### config.mk
export PLATFORM = sky130hd
export DESIGN_NAME = plre_mul
export DESIGN_NICKNAME = d
export VERILOG_FILES = /design/src/design/plre_pkg.sv /design/src/design/plre_mul.sv
export SDC_FILE = /design/constraint.sdc
export NUM_CORES = 1
export LEC_CHECK = 0
export BUFFER_PORTS_ARGS = -buffer_cell sky130_fd_sc_hd__clkbuf_2
export CAP_MARGIN = 20
export CORE_ASPECT_RATIO = 1.25
export CORE_UTILIZATION = 40
export CTS_CLUSTER_DIAMETER = 100
export DETAILED_ROUTE_END_ITERATION = 10
export SLEW_MARGIN = 20
export SYNTH_ARGS = -nofsm -noshare
export SYNTH_HDL_FRONTEND = slang
export SYNTH_SLANG_ARGS = --single-unit
### constraint.sdc
create_clock -name clk -period 5.97 [get_ports clk]
set_input_delay 0.2985 -clock clk [delete_from_list [all_inputs] [get_ports clk]]
set_output_delay 0.2985 -clock clk [all_outputs]
set_load 0.01 [all_outputs]
### src/design/plre_pkg.sv
// plre_pkg: shared types, constants and arithmetic helpers for the ramp generator
// no dependencies; imported by every design file
package plre_pkg;

  localparam int TABLE_DEPTH = 1024;
  localparam int IDX_W       = $clog2(TABLE_DEPTH);
  localparam int CNT_W       = $clog2(TABLE_DEPTH + 1);

  localparam int VAL_W   = 32;
  localparam int FRAME_W = 32;
  localparam int TIME_W  = 32;
  localparam int SUM_W   = 40;
  localparam int FPM_W   = 24;
  localparam int SLOPE_W = 48;
  localparam int PROD_W  = 64;
  localparam int MULB_W  = 32;

  localparam int MUL_STEPS = MULB_W;
  localparam int DIV_STEPS = SLOPE_W;
  localparam int MSTEP_W   = $clog2(MUL_STEPS + 1);
  localparam int DSTEP_W   = $clog2(DIV_STEPS + 1);

  localparam logic [FPM_W-1:0] FPM_RESET = FPM_W'(3145728);

  typedef logic [1:0] action_t;
  localparam action_t ACT_TICK   = 2'd0;
  localparam action_t ACT_CLEAR  = 2'd1;
  localparam action_t ACT_APPEND = 2'd2;
  localparam action_t ACT_SEEK   = 2'd3;

  typedef enum logic [4:0] {
    ST_IDLE,
    ST_APP_L1,
    ST_APP_W1,
    ST_APP_L2,
    ST_APP_W2,
    ST_SEEK_L,
    ST_SEEK_W,
    ST_SCAN_RD,
    ST_SCAN_CK,
    ST_FETCH,
    ST_LOAD,
    ST_DIV_L,
    ST_DIV_W,
    ST_TK_RD,
    ST_TK_LD,
    ST_TK_MW,
    ST_OUT
  } state_t;

  typedef struct packed {
    logic [FRAME_W-1:0]      first_fr;
    logic [FRAME_W-1:0]      last_fr;
    logic signed [VAL_W-1:0] target;
  } seg_entry_t;

  // saturating add of a time step onto the running ms sum
  function automatic logic [SUM_W-1:0] sat_time_add(input logic [SUM_W-1:0] sum,
                                                    input logic [TIME_W-1:0] t);
    logic [SUM_W:0] s;
    s = {1'b0, sum} + {{(SUM_W + 1 - TIME_W){1'b0}}, t};
    if (s[SUM_W]) begin
      return '1;
    end
    return s[SUM_W-1:0];
  endfunction

  // round product of ms (q12) and the frame rate (q16) to a frame number
  function automatic logic [FRAME_W-1:0] frame_of(input logic [PROD_W-1:0] p);
    logic [PROD_W:0] r;
    r = {1'b0, p} + (65'd1 << 27);
    if (|r[PROD_W:28+FRAME_W]) begin
      return '1;
    end
    return r[28+FRAME_W-1:28];
  endfunction

  // offset plus rounded (slope * distance) / 2^16, clamped to 32 bits
  function automatic logic signed [VAL_W-1:0] interp(input logic signed [VAL_W-1:0] off,
                                                     input logic [PROD_W-1:0] p);
    logic signed [PROD_W-1:0] q;
    logic signed [PROD_W:0]   s;
    q = $signed(p + 64'h8000) >>> 16;
    s = $signed({{(PROD_W + 1 - VAL_W){off[VAL_W-1]}}, off}) + $signed({q[PROD_W-1], q});
    if (s > 65'sd2147483647) begin
      return 32'sh7fffffff;
    end
    if (s < -65'sd2147483648) begin
      return 32'sh80000000;
    end
    return s[VAL_W-1:0];
  endfunction

endpackage

### src/design/plre_mul.sv
// plre_mul: shift-add multiplier, 64-bit multiplicand by 32-bit multiplier, mod 2^64
// depends on plre_pkg
module plre_mul
  import plre_pkg::*;
(
  input  logic              clk,
  input  logic              rst_n,
  input  logic              start,
  input  logic [PROD_W-1:0] a,
  input  logic [MULB_W-1:0] b,
  output logic              done,
  output logic [PROD_W-1:0] p
);

  logic [PROD_W-1:0]  acc_r, acc_nxt;
  logic [PROD_W-1:0]  a_r, a_nxt;
  logic [MULB_W-1:0]  b_r, b_nxt;
  logic [MSTEP_W-1:0] cnt_r, cnt_nxt;
  logic               busy_r, busy_nxt;
  logic               done_r, done_nxt;

  always_comb begin
    acc_nxt  = acc_r;
    a_nxt    = a_r;
    b_nxt    = b_r;
    cnt_nxt  = cnt_r;
    busy_nxt = busy_r;
    done_nxt = 1'b0;
    if (start) begin
      acc_nxt  = '0;
      a_nxt    = a;
      b_nxt    = b;
      cnt_nxt  = '0;
      busy_nxt = 1'b1;
    end else if (busy_r) begin
      if (b_r[0]) begin
        acc_nxt = acc_r + a_r;
      end
      a_nxt   = a_r << 1;
      b_nxt   = b_r >> 1;
      cnt_nxt = cnt_r + 1'b1;
      if (cnt_r == MSTEP_W'(MUL_STEPS - 1)) begin
        busy_nxt = 1'b0;
        done_nxt = 1'b1;
      end
    end
  end

  always_ff @(posedge clk) begin
    if (!rst_n) begin
      busy_r <= 1'b0;
      done_r <= 1'b0;
      cnt_r  <= '0;
    end else begin
      busy_r <= busy_nxt;
      done_r <= done_nxt;
      cnt_r  <= cnt_nxt;
    end
    acc_r <= acc_nxt;
    a_r   <= a_nxt;
    b_r   <= b_nxt;
  end

  assign done = done_r;
  assign p    = acc_r;

endmodule

; ---- Word level (Yosys, flattened, before mapping)
; Cells that the tools add are included.
[totals]
regBits = 168
inputBits = 99
output_inout_bits = 65
elab_cells = 23
[classes]
n_addsub = 2
eq_ne = 1
muxes = 8
bitwise = 2
reduce_logical = 4
[op_table]
columns = op, n
row1 = 64-bit 2-to-1 mux, 2
row2 = 64-bit adder, 1
row3 = 32-bit 2-to-1 mux, 2
row4 = 6-bit by 1-bit adder with 6-bit output (second input constant), 1
row5 = 6-bit by 5-bit equality test with 1-bit output (second input constant), 1
row6 = 1-bit 2-to-1 mux, 4
row7 = 3-bit OR reduction, 1
row8 = 1-bit inverter, 2
row9 = 2-bit AND reduction, 1
row10 = 2-bit nonzero test, 1
row11 = 2-bit OR reduction, 1

; ---- Depth between registers and ports, before layout
[depth]
depth_word = 4
ltp_mapped = 12
ltp_nobuf = 12

; ---- Worst setup path after synthesis
; No wires, ideal clock.
[synth_timing]
kind = in2reg
start = input start
end = register a_r[0] (enable)
setup_ns = 0.900
arrival_ns = 2.511
required_ns = 5.070
slack_ns = 2.559
path_stages = 4
path_buffers = 2
path_cell_list = inv_1 > clkbuf_1 > clkbuf_1 > nand2_1
[synth_via]
elab_chain_cells = 1
[synth_lines]
columns = element, line_no
row1 = "start, declared", plre_mul.sv:8  ; input logic start,
row2 = 2-bit nonzero test (no source line), -
row3 = "end signal, assigned", plre_mul.sv:60  ; a_r <= a_nxt;
row4 = "end, declared", plre_mul.sv:16  ; logic [PROD_W-1:0] a_r, a_nxt;
; Every way passes these cells.
; A chain may end at the register's enable or synchronous reset.

; ---- Worst setup path in the final report
[layout_timing]
start = register a_r[0]
end = register acc_r[56], in the netlist p[56]
[layout_via]
elab_chain_cells = 1
[layout_lines]
columns = element, line_no
row1 = 64-bit adder, plre_mul.sv:37  ; acc_nxt = acc_r + a_r;
row2 = "end signal, assigned", plre_mul.sv:59  ; acc_r <= acc_nxt;
row3 = "end, declared", plre_mul.sv:15  ; logic [PROD_W-1:0] acc_r, acc_nxt;
; Every way passes these cells.

==> impl_metrics.yaml <==
run_status:
  status: "finished, final reports clean"
timing:
  min_period_over_period: 0.621
  tightest_slew_ps: 966
  slew-limit-headroom: 0.356
  fin_skew_ps: 15.9
  setup-tns-final_ps: 0
  final.min_clock_period_ps: 3710
  rsz0062_at_grt: "no"
  max_freq_mhz: 270
  hold_viol_final: 0
  finalSetupViolations: 0
  slew_viol_final: 0
cts:
  post_cts_buffers: 0
  cts_buffer_depth: 2
  cts_buffers: 17
  insertion_delay_ps: 440
  cts-root-buf: "clkbuf_16"
  cts_tree: "built"
  cts_resized: 0
  numClockSinks: 168
  clk_pin_slew_ps: 70
  hold_buffers: 0
  htreeDepth: 4
floorplan:
  die_x_um: 145
  start_util: 0.407
  fp.dieArea_um2: 26300
  coreArea_um2: 25200
  die_h_um: 181
  row_count: 65
  pin_count: 164
worst_setup_path:
  rr_startpoint: "a_r[0]$_SDFFCE_PN0P_"
  cp-startpoint: "a_r[0]$_SDFFCE_PN0P_"
  cp.required_ps: 6300
  critPathArrivalTime_ps: 4040
  crit_type: "register to register"
  start_kind: "register"
  crit_fanout: 4
  cp-end-kind: "register"
power:
  ir_drop_mv: 0.173
  p_leak_nw: 4.88
  p_per_area_nw_per_um2: 283
grt:
  grt_usage: 0.205
  gr-total-overflow: 0
  grt_max_degree: 82
  antenna_found_initial: 0
  grt_pass1_wl_mm: 43.0
  grt_pass1_vias: 8349
logic_synthesis:
  synth_edf_count: 96
  synth_fa_ha_area_frac: 0.0800
  synth-xor-area-share: 0.0435
  syn_area_um2: 10300
  synth_top_area_cell: "edfxtp_1"
  synth_common_cells: "nand2_1 (136), a21oi_1 (128), edfxtp_1 (96), mux2_2 (94), dfxtp_1 (72)"
  synth_compound_area_frac: 0.176
  ys_ff_latch: 168
  synth.distinct_cells: 68
  synthCells: 1056
  synth.top_cell.area_share: 0.281
  synth_top_family_by_area: "compound AO/OA/AOI/OAI gates"
  synth_simple_gate_area_frac: 0.139
  ys_warn_count: 0
  yosys-top-cells-area: "edfxtp_1 (28%), dfxtp_1 (14%), mux2_2 (10%)"
  synthFlopType: "edfxtp_1"
  ys_seq_area_frac: 0.421
  syn-num-nets: 1220
  synthMuxAreaShare: 0.107
  synth.most_common_cell: "nand2_1"
  avgSynthCellArea_um2: 9.72
  async_reset_ff_frac: 0
route:
  dr_total_vias: 8306
  first_pass_iters: 5
  drt-initial-drc-count: 516
  ant_nets: 0
  drc_errors: 0
  routed_via_density: 5.41
  routed_wl_mm: 26.1
  wire_per_inst_um: 17.0
worst_hold_path:
  hold_path.class: "input pin to register"
  worstHoldStart: "rst_n"
final_layout:
  antenna_cells: 0
  post-route-util: 0.471
  drive_above_1_share: 0.263
  nets: 1351
  synthToLayoutAreaGrowth_pct: 15.6
placement:
  gp_congestion: 0.831
  dpl.hpwl_mm: 19.2
  io_buffers: 163
flow_run:
  max_cap_viol_count: 0
## layout by cell type (no fill, tap or decap), types with 21 or more instances in the layout
master / count
clkbuf_2: 162
nand2_1: 134
a21oi_1: 128
edfxtp_1: 96
mux2_2: 94
dfxtp_1: 72
ha_1: 64
nor2_1: 60
o21ai_0: 49
xnor2_1: 31
nand4_1: 24
nand3_1: 21
## where the power goes
group	internal, mW	leakage [nW]	switching (mW)	total, mW
Sequential	1.35	1.55	0.0728	1.43
Combinational	0.340	3.05	0.469	0.809
Clock	0.655	0.284	0.472	1.13
Total	2.35	4.88	1.01	3.36
## flip-flops by register name, summed over array words and instances, names as in the netlist
signal and count:
a_r 64, b_r 32, p 64, cnt_r 6
busy_r 1, done 1
## routing by layer
layer	vias up	global-route usage	wire, um
met5	-	0	0
met2	171	0.366	13400
li1	4173	-	-
met3	34	0.0429	1090
met1	3928	0.244	11200
met4	0	0.0636	440
## cell type report
class,instances,area [um2]
fillers,2465,13300
clock buffers,19,433
repair buffers,168,860
inverters,17,63.8
well taps,335,419
clock inverters,13,154
multi-input cells,815,5610
flip-flops and latches,168,4320
## metrics by stage
stage | setup slack, ps | total power [mW] | area, um2 | std cells | hold WS [ps]
after floorplan | 2560 | 2.03 | 10300 | 1056 | 424
after global placement | 2420 | 2.25 | 11300 | 1503 | 458
after detailed placement | 2330 | 2.26 | 11300 | 1503 | 450
after CTS | 2310 | 3.39 | 11900 | 1535 | 90.1
after global routing | 1950 | 3.55 | 11900 | 1535 | 103
final | 2260 | 3.36 | 11900 | 1535 | 108
## path summary, 6_finish.rpt
path | slack (ps) | depth (start not counted) | to
worst max-delay path | 2260 | 12 | p[56]$_SDFFE_PP0P_
worst min-delay path | 110 | 2 | busy_r$_SDFF_PN0_
worst min register to register | 470 | 1 | done$_SDFF_PP0_
worst max register to register | 2260 | 12 | p[56]$_SDFFE_PP0P_
## logic make-up (layout without fill, tap and decap cells)
kind of cell,Yosys count,after routing
and+or+nand+nor,309,309
muxes,97,97
adders and majority gates,65,65
DFF,168,168
buffers and inverters,73,217
xor gates and xnor gates,51,51
AOI/OAI and AO/OA,293,293
## worst max-delay path, cell delays in order (launching register included)
cell	delay, ps
edfxtp_1	380
ha_1	240
fa_1	410
a21oi_1	220
nor2_1	100
o31ai_1	470
a31o_2	250
a21oi_1	120
o21ai_0	520
o311ai_0	360
o221ai_1	270
xnor2_1	90
a22o_1	180
(Power assumes the default switching activity.)
