$ cat config.mk
export PLATFORM = sky130hd
export DESIGN_NAME = plre_div
export DESIGN_NICKNAME = d
export VERILOG_FILES = /design/src/design/plre_pkg.sv /design/src/design/plre_div.sv
export SDC_FILE = /design/constraint.sdc
export NUM_CORES = 1
export LEC_CHECK = 0
export CAP_MARGIN = 20
export CORE_ASPECT_RATIO = 1.1
export CORE_MARGIN = 2
export CORE_UTILIZATION = 44
export CTS_CLUSTER_DIAMETER = 150
export CTS_CLUSTER_SIZE = 25
export DETAILED_ROUTE_END_ITERATION = 6
export DONT_BUFFER_PORTS = 1
export SYNTH_ARGS = -nofsm -noshare
export SYNTH_HDL_FRONTEND = slang
export SYNTH_SLANG_ARGS = --single-unit
export TNS_END_PERCENT = 50
$ cat constraint.sdc
create_clock -name clk -period 3.2 [get_ports clk]
set_clock_uncertainty 0.05 [all_clocks]
set_input_delay 0.64 -clock clk [delete_from_list [all_inputs] [get_ports clk]]
set_output_delay 0.64 -clock clk [all_outputs]
set_load 0.005 [all_outputs]
$ cat src/design/plre_pkg.sv
// plre_pkg: shared types, constants and arithmetic helpers for the ramp generator
// no dependencies; imported by every design file
package plre_pkg;

  localparam int TABLE_DEPTH = 1024;
  localparam int IDX_W       = $clog2(TABLE_DEPTH);
  localparam int CNT_W       = $clog2(TABLE_DEPTH + 1);

  localparam int VAL_W   = 32;
  localparam int FRAME_W = 32;
  localparam int TIME_W  = 32;
  localparam int SUM_W   = 40;
  localparam int FPM_W   = 24;
  localparam int SLOPE_W = 48;
  localparam int PROD_W  = 64;
  localparam int MULB_W  = 32;

  localparam int MUL_STEPS = MULB_W;
  localparam int DIV_STEPS = SLOPE_W;
  localparam int MSTEP_W   = $clog2(MUL_STEPS + 1);
  localparam int DSTEP_W   = $clog2(DIV_STEPS + 1);

  localparam logic [FPM_W-1:0] FPM_RESET = FPM_W'(3145728);

  typedef logic [1:0] action_t;
  localparam action_t ACT_TICK   = 2'd0;
  localparam action_t ACT_CLEAR  = 2'd1;
  localparam action_t ACT_APPEND = 2'd2;
  localparam action_t ACT_SEEK   = 2'd3;

  typedef enum logic [4:0] {
    ST_IDLE,
    ST_APP_L1,
    ST_APP_W1,
    ST_APP_L2,
    ST_APP_W2,
    ST_SEEK_L,
    ST_SEEK_W,
    ST_SCAN_RD,
    ST_SCAN_CK,
    ST_FETCH,
    ST_LOAD,
    ST_DIV_L,
    ST_DIV_W,
    ST_TK_RD,
    ST_TK_LD,
    ST_TK_MW,
    ST_OUT
  } state_t;

  typedef struct packed {
    logic [FRAME_W-1:0]      first_fr;
    logic [FRAME_W-1:0]      last_fr;
    logic signed [VAL_W-1:0] target;
  } seg_entry_t;

  // saturating add of a time step onto the running ms sum
  function automatic logic [SUM_W-1:0] sat_time_add(input logic [SUM_W-1:0] sum,
                                                    input logic [TIME_W-1:0] t);
    logic [SUM_W:0] s;
    s = {1'b0, sum} + {{(SUM_W + 1 - TIME_W){1'b0}}, t};
    if (s[SUM_W]) begin
      return '1;
    end
    return s[SUM_W-1:0];
  endfunction

  // round product of ms (q12) and the frame rate (q16) to a frame number
  function automatic logic [FRAME_W-1:0] frame_of(input logic [PROD_W-1:0] p);
    logic [PROD_W:0] r;
    r = {1'b0, p} + (65'd1 << 27);
    if (|r[PROD_W:28+FRAME_W]) begin
      return '1;
    end
    return r[28+FRAME_W-1:28];
  endfunction

  // offset plus rounded (slope * distance) / 2^16, clamped to 32 bits
  function automatic logic signed [VAL_W-1:0] interp(input logic signed [VAL_W-1:0] off,
                                                     input logic [PROD_W-1:0] p);
    logic signed [PROD_W-1:0] q;
    logic signed [PROD_W:0]   s;
    q = $signed(p + 64'h8000) >>> 16;
    s = $signed({{(PROD_W + 1 - VAL_W){off[VAL_W-1]}}, off}) + $signed({q[PROD_W-1], q});
    if (s > 65'sd2147483647) begin
      return 32'sh7fffffff;
    end
    if (s < -65'sd2147483648) begin
      return 32'sh80000000;
    end
    return s[VAL_W-1:0];
  endfunction

endpackage

$ cat src/design/plre_div.sv
// plre_div: restoring divider for the slope, one quotient bit per cycle
// depends on plre_pkg
module plre_div
  import plre_pkg::*;
(
  input  logic                      clk,
  input  logic                      rst_n,
  input  logic                      start,
  input  logic                      neg,
  input  logic [SLOPE_W-1:0]        mag,
  input  logic [FRAME_W-1:0]        den,
  output logic                      done,
  output logic signed [SLOPE_W-1:0] q
);

  logic [SLOPE_W-1:0] quo_r, quo_nxt;
  logic [FRAME_W-1:0] rem_r, rem_nxt;
  logic [FRAME_W-1:0] den_r, den_nxt;
  logic [DSTEP_W-1:0] cnt_r, cnt_nxt;
  logic               neg_r, neg_nxt;
  logic               busy_r, busy_nxt;
  logic               done_r, done_nxt;
  logic [FRAME_W:0]   trial;
  logic               fits;

  assign trial = {rem_r, quo_r[SLOPE_W-1]};
  assign fits  = trial >= {1'b0, den_r};

  always_comb begin
    quo_nxt  = quo_r;
    rem_nxt  = rem_r;
    den_nxt  = den_r;
    cnt_nxt  = cnt_r;
    neg_nxt  = neg_r;
    busy_nxt = busy_r;
    done_nxt = 1'b0;
    if (start) begin
      quo_nxt  = mag;
      rem_nxt  = '0;
      den_nxt  = den;
      neg_nxt  = neg;
      cnt_nxt  = '0;
      busy_nxt = 1'b1;
    end else if (busy_r) begin
      rem_nxt = fits ? FRAME_W'(trial - {1'b0, den_r}) : trial[FRAME_W-1:0];
      quo_nxt = {quo_r[SLOPE_W-2:0], fits};
      cnt_nxt = cnt_r + 1'b1;
      if (cnt_r == DSTEP_W'(DIV_STEPS - 1)) begin
        busy_nxt = 1'b0;
        done_nxt = 1'b1;
      end
    end
  end

  always_ff @(posedge clk) begin
    if (!rst_n) begin
      busy_r <= 1'b0;
      done_r <= 1'b0;
      cnt_r  <= '0;
    end else begin
      busy_r <= busy_nxt;
      done_r <= done_nxt;
      cnt_r  <= cnt_nxt;
    end
    quo_r <= quo_nxt;
    rem_r <= rem_nxt;
    den_r <= den_nxt;
    neg_r <= neg_nxt;
  end

  // sign and clamp to the 48-bit signed range
  always_comb begin
    if (neg_r) begin
      if (quo_r > {1'b1, {(SLOPE_W - 1){1'b0}}}) begin
        q = {1'b1, {(SLOPE_W - 1){1'b0}}};
      end else begin
        q = -$signed(quo_r);
      end
    end else begin
      if (quo_r[SLOPE_W-1]) begin
        q = {1'b0, {(SLOPE_W - 1){1'b1}}};
      end else begin
        q = $signed(quo_r);
      end
    end
  end

  assign done = done_r;

endmodule

# Word-level counts from Yosys, hierarchy flattened
# Cells that the tools add are included.
classes:
  bitwise: 2
  add_sub_neg: 3
  reduce_logical: 3
  order_cmp: 2
  muxes: 10
  n_eq_ne: 1
ops:
  columns: ["op", "n"]
  rows:
  - ["$mux 48", 4]
  - ["$gt 48x48->1 const B", 1]
  - ["$neg 48->48", 1]
  - ["$mux 47", 1]
  - ["$ge 33x32->1", 1]
  - ["$mux 32", 1]
  - ["$sub 32x32->32", 1]
  - ["$add 6x1->6 const B", 1]
  - ["$eq 6x6->1 const B", 1]
  - ["$mux 1", 4]
  - ["$reduce_or 3->1", 1]
  - ["$not 1->1", 2]
  - ["$reduce_bool 2->1", 1]
  - ["$reduce_or 2->1", 1]
totals:
  inputBits: 84
  out_inout_bits: 49
  word_cells: 28
  register_bits: 121

# Depth between registers and ports, before layout
# Gate-level depths: netlist of run 1.
depth:
  word_depth: 4
  mapped_depth: 13
  mapped_depth_nobuf: 12

# Worst setup path after synthesis of run 1
# No wires, ideal clock.
synth_path:
  path_kind: "flip-flop to output port"
  startpoint: "reg quo_r[32]"
  endpoint: "out q[41]"
  path_stages_with_launch: 10
  t_arrival_ps: 2478
  path_slack_ps: 32
  cell_sequence: "edfxtp_1 -> or4_4 -> or2_1 -> or4_4 -> nor2_8 -> a21oi_4 -> or2_4 -> o21ai_1 -> nand2_1 -> o311ai_1"
synth_between:
  elab_chain_cells: 3
synth_lines:
  columns: ["element", "line_no", "text"]
  rows:
  - ["start, declared", "plre_div.sv:16", "logic [SLOPE_W-1:0] quo_r, quo_nxt;"]
  - ["start signal, assigned", "plre_div.sv:65", "quo_r <= quo_nxt;"]
  - ["$neg 48->48 / $gt 48x48->1 (equally long branches)", "plre_div.sv:77, plre_div.sv:74", null]
  - ["$mux 48 *", "plre_div.sv:74", "if (quo_r > {1'b1, {(SLOPE_W - 1){1'b0}}}) begin"]
  - ["$mux 48 *", "plre_div.sv:73", "if (neg_r) begin"]
  - ["end, declared", "plre_div.sv:13", "output logic signed [SLOPE_W-1:0] q"]
# Every way passes the cells marked *; elsewhere a longest branch is shown, timed or not.

# Final worst setup path of run 1
layout_path:
  startpoint: "reg quo_r[32]"
  endpoint: "out q[10]"
layout_between:
  elab_chain_cells: 3
layout_lines:
  columns: ["element", "line_no"]
  rows:
  - ["$gt 48x48->1", "plre_div.sv:74"]
  - ["$mux 48", "plre_div.sv:74"]
  - ["$mux 48", "plre_div.sv:73"]
# Every way passes these cells.

==> impl_results.md, run 1 <==
- Status: complete, but fails checks
- Failing checks: setup timing
- Ys Warns: 0
- Synth cell count leaders: nand2_1, edfxtp_1, nor2_1
- Worst R2R Path Depth: 10
- Post-Synth XOR/XNOR Area: 0.0314
- Die width: 133 µm
- Post-synth EDFFs: 81
- Starting Density: 0.444
- Hold wc startpoint: start
- RD Place Congestion: 0.874
- Mapped Cells: 908
- Sinks on Clock Net: 121
- Internal: 3.50 mW
- Fin crit share: 1.19
- Finished Layout Cells: 1271
- Post-synthesis mux area share: 0.0653
- Worst slack, placed: -224 ps
- Setup CP Type: register to primary output
- RSZ-0062 raised after global routing: true
- Final ANT Viol Nets: 0
- Final setup margin: -606 ps
- Clock tree buffer depth: 2
- Grt total ovfl: 0
- Worst Tran Pin Value: 624 ps
- Top_reg_cell synth: edfxtp_1
- Synth Area in Compound Gates: 0.210
- Die Span Y: 146 µm
- Detail Route met2 WL: 11100 µm
- Routed WL: 22100 µm
- Pwr Density: 501 nW/µm²
- Hold Crit Depth: 1
- Post-CTS Hold Fix Bufs: 0
- Minimum clock period after layout: 3810 ps
- RR Endpoint: rem_r[28]$_SDFFE_PP0P_
- HPWL Detailed: 16000 µm
- Max_cap viols: 0
- Clk Latency, worst-skew pair: 430 ps
- Switching part of the total power: 0.312
- Share of the synthesized area in the top cell type: 0.301
- Min-Delay Endpoint: rem_r[13]$_SDFFE_PP0P_
- Post-Synth Simple-Gate Area: 0.189
- Fin nets: 1133
- Syn nets: 1027
- Top-count cell post-synth: nand2_1
- Wire length per cell: 17.4 µm
- Port buffer count: 0
- Synth cell types: 71
- Max Fclk: 0.263 GHz
- Reg-to-reg slack, setup: 150 ps
- Pleak: 4.02 nW
- Core Area: 18200 µm²
- Crit-path max FO: 9
- Final TNS setup: -19950 ps
- Top sig layer: met4
- Dpl cells: 1233
- Tot Pwr: 5.09 mW
- Synth area leader: edfxtp_1
- P&R area growth vs syn: 25.5%
- Peak VDD IR: 0.000394 V
- Switching Power: 1.59 mW
- Worst Path Required: 2510 ps
- Max Slew Vio Count: 0
- Adder-Cell Fraction of Synth Area: 0.0551
- Avg Cell Area, Syn: 8.90 µm²
- Power share of the combinational group: 0.256
- M1 WL: 9390 µm
- Initial antenna violation count: 1
- Clock Power Share: 0.367
- Row count: 52
- Hold Crit Class: input port to register
- Ports: 133
- Global-route wire length before repair: 35900 µm
- Crit. End Element: primary output
- CTS clock-pin slew for the worst setup and hold paths: 70 ps
- Final setup viols: 48
- CTS tree: done
- Initial DRT Pass Iterations: 7
- Remaining DRCs: 0
- Largest net degree at the start of global routing: 113
- Final number of hold-violating endpoints: 0
- Main combinational cell family by area after synthesis: compound AO/OA/AOI/OAI gates
- Die ar.: 19500 µm²
- Layout cells sized above 1: 0.272
- Max-Slew Margin vs Limit: 0.584
- Vias after detailed routing: 7239
- Post-synthesis sequential area ratio: 0.400
- Register bit total from synthesis: 121
- Sequential power share: 0.378
- Mapped Area: 8080 µm²
- DR WL met3: 1090 µm
- FFs w/ async S/R, synth: 0
- Max H-tree Level: 4
- Clock Root Buffer: clkbuf_16
- Avg Vias per Cell: 5.70
- Num CTS Buffers: 17
- Iteration-0 DRC Markers: 396
- FF-to-FF Start: rem_r[8]$_SDFFE_PP0P_
- Vias in the first global route: 7001
- Crit path launch type: register
- Overall Global Routing Usage: 0.228
- Critical Path AT: 3120 ps
- Area contributors post-synth: edfxtp_1, dfxtp_1, nand2_1, mux2_2, ha_1
[area by class of cell]
type / count / area, µm²
timing repair buffer: 131 / 1040
fill: 1681 / 8070
inverter: 57 / 214
sequential: 121 / 3230
antenna: 1 / 2.50
tap: 243 / 304
clock buffer: 18 / 429
multi-input combinational: 686 / 4790
clock inverter: 14 / 136
[metrics by stage]
step	utilization	hold slack, ps	cell area (µm²)
floorplan	-	387	8080
finish	0.557	248	10100
CTS	0.551	229	10000
detailed placement	0.504	418	9180
global route	0.557	231	10100
global placement	0.504	401	9180
[cell usage in the layout, fill, tap and decap left out, types with 5 or more instances in the layout]
cell type / n
clkinvlp_4: 6
nand2_1: 148
or3_1: 15
a32oi_1: 5
o311ai_1: 11
o21ai_0: 26
inv_1: 56
a211oi_1: 8
dfxtp_1: 39
nor3_1: 23
o21ai_1: 12
a311oi_1: 21
inv_6: 7
clkbuf_16: 17
nand3_1: 15
nor2b_1: 5
o31ai_1: 8
ha_1: 34
o21ai_2: 8
o21a_1: 5
xnor2_1: 18
o311ai_2: 15
a31oi_1: 5
mux2_2: 46
xor2_1: 11
buf_4: 124
edfxtp_1: 81
nor2_1: 79
a21o_1: 11
nand4_1: 10
a21oi_2: 5
a21oi_1: 47
[timing repair]
item / 4_1_cts / 5_1_grt
endpoints found under the setup margin: 48 / 55
gates resized for setup: 63 / 29
setup buffers: 5 / 1
pin swaps: 9 / 12
[cells by family (layout without fill, tap and decap cells)]
family | Yosys count | count (layout)
simple gates | 336 | 336
compound gates | 239 | 239
flops | 121 | 121
buf+inv | 101 | 220
mux | 47 | 47
fa+ha+maj | 35 | 35
xor+xnor | 29 | 29
other cells | 0 | 1
[worst max-delay path: stages (launching register included)]
cell and delay (ps):
edfxtp_1 390, or4_4 560, or2_4 270, or4_4 560
nor2_8 120, a21oi_4 110, buf_4 190, o21ai_1 160
nand2_1 70, o311ai_0 100, buf_4 170
[state kept, by name, summed over array words and instances (netlist names)]
signal / count
busy_r: 1
den_r: 32
cnt_r: 6
rem_r: 32
done: 1
quo_r: 48
neg_r: 1
[power by group through the flow]
stage          Sequential, mW  Combinational, mW  Clock [mW]
2_1_floorplan            1.95              0.777           0
3_3_place_gp             1.94               1.19           0
3_5_place_dp             1.95               1.20           0
6_report                 1.92               1.30        1.87
4_1_cts                  1.92               1.27        1.91
5_1_grt                  1.94               1.44        1.98
[worst max path at each step]
stage,startpoint,to,slack [ps]
3_3_place_gp,quo_r[32]$_DFFE_PP_,q[36],-190
2_1_floorplan,quo_r[32]$_DFFE_PP_,q[41],30
4_1_cts,quo_r[32]$_DFFE_PP_,q[41],-540
6_report,quo_r[32]$_DFFE_PP_,q[10],-610
3_5_place_dp,quo_r[32]$_DFFE_PP_,q[2],-220
5_1_grt,quo_r[32]$_DFFE_PP_,q[41],-690
[per-layer routing]
| layer | up-vias | track usage |
|---|---|---|
| li1 | 3590 | - |
| met1 | 3420 | 0.279 |
| met2 | 192 | 0.399 |
| met3 | 37 | 0.0507 |
| met4 | 0 | 0.0755 |
| met5 | - | 0 |
Note: power is estimated with default switching activity, not from simulation.
==> run 2: changes to the inputs <==
Settings changed: ABC_AREA set to 1.
==> impl_results.md, run 2 <==
- Status: complete, no violations
- Crit-path max FO: 4 (-5)
- Crit. End Element: primary output
- RD Place Congestion: 0.983 (+12%)
- Max H-tree Level: 4 (unchanged)
- Wire length per cell: 15.8 µm (-9.2%)
- Max-Slew Margin vs Limit: 0.635 (+0.0512)
- Largest net degree at the start of global routing: 128 (+13%)
- Num CTS Buffers: 17 (unchanged)
- Die Span Y: 158 µm (+8.0%)
- P&R area growth vs syn: 11.5%
- Pwr Density: 427 nW/µm² (-15%)
- Syn nets: 1529 (+49%)
- Worst Path Required: 2510 ps (about the same)
- Vias after detailed routing: 8731 (+21%)
- Reg-to-reg slack, setup: 440 ps (+290 ps)
- # fillers: 2171 (+29%)
- Flip-flop count of the largest register after layout: 48 (unchanged)
- Minimum clock period after layout: 3120 ps (-687 ps)
- Avg Cell Area, Syn: 6.72 µm² (-25%)
- Post-synth EDFFs: 81 (unchanged)
- Multi-input gate area in the final layout: 5230 µm² (+9.1%)
- Fin nets: 1534 (+35%)
- Mapped Cells: 1410 (+55%)
- Initial antenna violation count: 1 (unchanged)
- Hold Crit Depth: 0 (-1)
- Peak VDD IR: 0.000350 V (-11%)
- Fin crit share: 0.975 (-0.215)
- Final setup viols: 0 (-100%)
- CTS clock-pin slew for the worst setup and hold paths: 60 ps (about the same)
- Routed WL: 27100 µm (+23%)
- Iteration-0 DRC Markers: 695 (+76%)
- Die width: 144 µm (+8.0%)
- Worst Tran Pin Value: 547 ps (-77.4 ps)
- Pleak: 5.10 nW (+27%)
- FF+latch area: 3230 µm² (about the same)
- Clock Root Buffer: clkbuf_16
- CTS tree: done
- Core Area: 21200 µm² (+17%)
- Avg Vias per Cell: 5.08 (-11%)
- Mapped Area: 9480 µm² (+17%)
- Final number of hold-violating endpoints: 0 (unchanged)
- Tot Pwr: 4.51 mW (-11%)
- Max Slew Vio Count: 0 (unchanged)
- Worst R2R Path Depth: 11 (+1)
- Grt total ovfl: 0 (unchanged)
- FFs w/ async S/R, synth: 0 (unchanged)
- Post-route cell area: 10600 µm² (+4.2%)
- Max_cap viols: 0 (unchanged)
- Post-CTS Hold Fix Bufs: 0 (unchanged)
- Critical Path AT: 2430 ps (-690 ps)
- Setup CP Type: register to primary output
- Starting Density: 0.446 (+0.00262)
- Die ar.: 22700 µm² (+17%)
- Crit path launch type: register
- Sinks on Clock Net: 121 (unchanged)
- Ys Warns: 0 (unchanged)
- Synth cell count leaders: nand2_1, inv_1, nand3_1
- Overall Global Routing Usage: 0.240 (+0.0117)
- Synth area leader: edfxtp_1
- Most flop-heavy register: quo_r
- Clock tree buffer depth: 2 (unchanged)
- Layout cells sized above 1: 0.0946 (-0.177)
- Row count: 56 (+7.7%)
- Most common cell after layout, fill and taps aside: nand2_1
- Area contributors post-synth: edfxtp_1, nand2_1, inv_1, dfxtp_1, nand3_1
- HPWL Detailed: 20500 µm (+28%)
- Vias in the first global route: 8308 (+19%)
- Global-route wire length before repair: 42600 µm (+19%)
- Final ANT Viol Nets: 0 (unchanged)
- Regs by FF count: quo_r (48), den_r (32), rem_r (32)
- Max Fclk: 0.321 GHz (+22%)
- Post-synthesis sequential area ratio: 0.341 (-0.0588)
- Hold Crit Class: input port to register
- Top_reg_cell synth: edfxtp_1
- Most frequent cells in the layout: nand2_1, inv_1, nand3_1
- Remaining DRCs: 0 (unchanged)
- Share of the synthesized area in the top cell type: 0.257 (-0.0442)
- Initial DRT Pass Iterations: 5 (-2)
- Synth cell types: 40 (-44%)
- Top-count cell post-synth: nand2_1
- Clk Latency, worst-skew pair: 430 ps (about the same)
- Register bit total from synthesis: 121 (unchanged)
- Port buffer count: 0 (unchanged)
- RSZ-0062 raised after global routing: true
- Ports: 133 (unchanged)
- Placed instance area: 9730 µm² (+6.0%)
-- run 2: cell types whose count changed after synthesis, moves of 29 or more --
cell	change
xor2_1	+29
a21oi_1	-30
inv_1	+183
nand3_1	+99
nand2_1	+293
o21ai_2	+32
mux2_2	-46
o21ai_0	+58
-- run 2: cell type report --
cell class | instances | share of cell area
Antenna cell | 1 | 0.000237
Clock buffer | 21 | 0.0456
Clock inverter | 10 | 0.00888
Inverter | 244 | 0.0867
Multi-Input combinational cell | 1006 | 0.495
Sequential cell | 121 | 0.306
Tap cell | 290 | 0.0343
Timing Repair Buffer | 25 | 0.0237
-- run 2: critical path, cell delays in order (launching register included) --
cell and delay [ps]:
edfxtp_1 430, inv_2 130, nand3_1 220, nor2_4 210, nand2_2 130, nor2_2 230
nand3_1 190, nor3_2 200, nor2_1 70, nor2_2 200
-- run 2: per-layer routing --
layer	vias to the layer above	track usage	part of all wire
met3	37	0.0402	0.053
met2	220	0.417	0.48
met4	0	0.0798	0.023
met1	3983	0.303	0.44
met5	-	0	0
li1	4491	-	-
-- run 2: through the flow --
| stage | setup TNS, ps | setup slack (ps) | utilization | cells | hold slack [ps] |
|---|---|---|---|---|---|
| floorplan | 0 | 106 | - | 1410 | 394 |
| global placement | 0 | 224 | 0.458 | 1671 | 409 |
| detailed placement | 0 | 222 | 0.458 | 1671 | 413 |
| CTS | 0 | 1.30 | 0.492 | 1708 | 241 |
| global route | -267 | -30.7 | 0.498 | 1717 | 238 |
| finish | 0 | 80.9 | 0.498 | 1718 | 253 |
-- run 2: where the power goes --
group / leakage [nW] / internal (mW) / switching [mW]
clock network: 0.276 / 1.15 / 0.739
logic: 3.69 / 0.248 / 0.505
registers: 1.14 / 1.79 / 0.0784
-- run 2: logic make-up (layout without fill, tap and decap cells) --
| group | after synthesis | after routing | synth area share |
|---|---|---|---|
| AND/OR/NAND/NOR | 738 | 738 | 0.335 |
| adder cells (fa/ha/maj) | 35 | 35 | 0.0470 |
| flip-flops | 121 | 121 | 0.341 |
| XOR/XNOR | 53 | 53 | 0.0490 |
| other | 0 | 1 | 0 |
| buffers and inverters | 283 | 300 | 0.118 |
| AO/OA/AOI/OAI | 180 | 180 | 0.110 |
-- run 2: path summary, 6_finish.rpt --
path,start,to
setup reg to reg,den_r[23]$_DFFE_PP_,rem_r[25]$_SDFFE_PP0P_
hold / removal,den[13],den_r[13]$_DFFE_PP_
hold reg to reg,rem_r[17]$_SDFFE_PP0P_,rem_r[17]$_SDFFE_PP0P_
setup / recovery,quo_r[2]$_DFFE_PP_,q[47]
-- run 2: what timing repair did --
item                                    4_1_cts  5_1_grt
setup buffers                                 5        9
endpoints found under the setup margin       32       36
pin swaps                                     3        3
gates resized for setup                      17       12
gates cloned                                  1        0
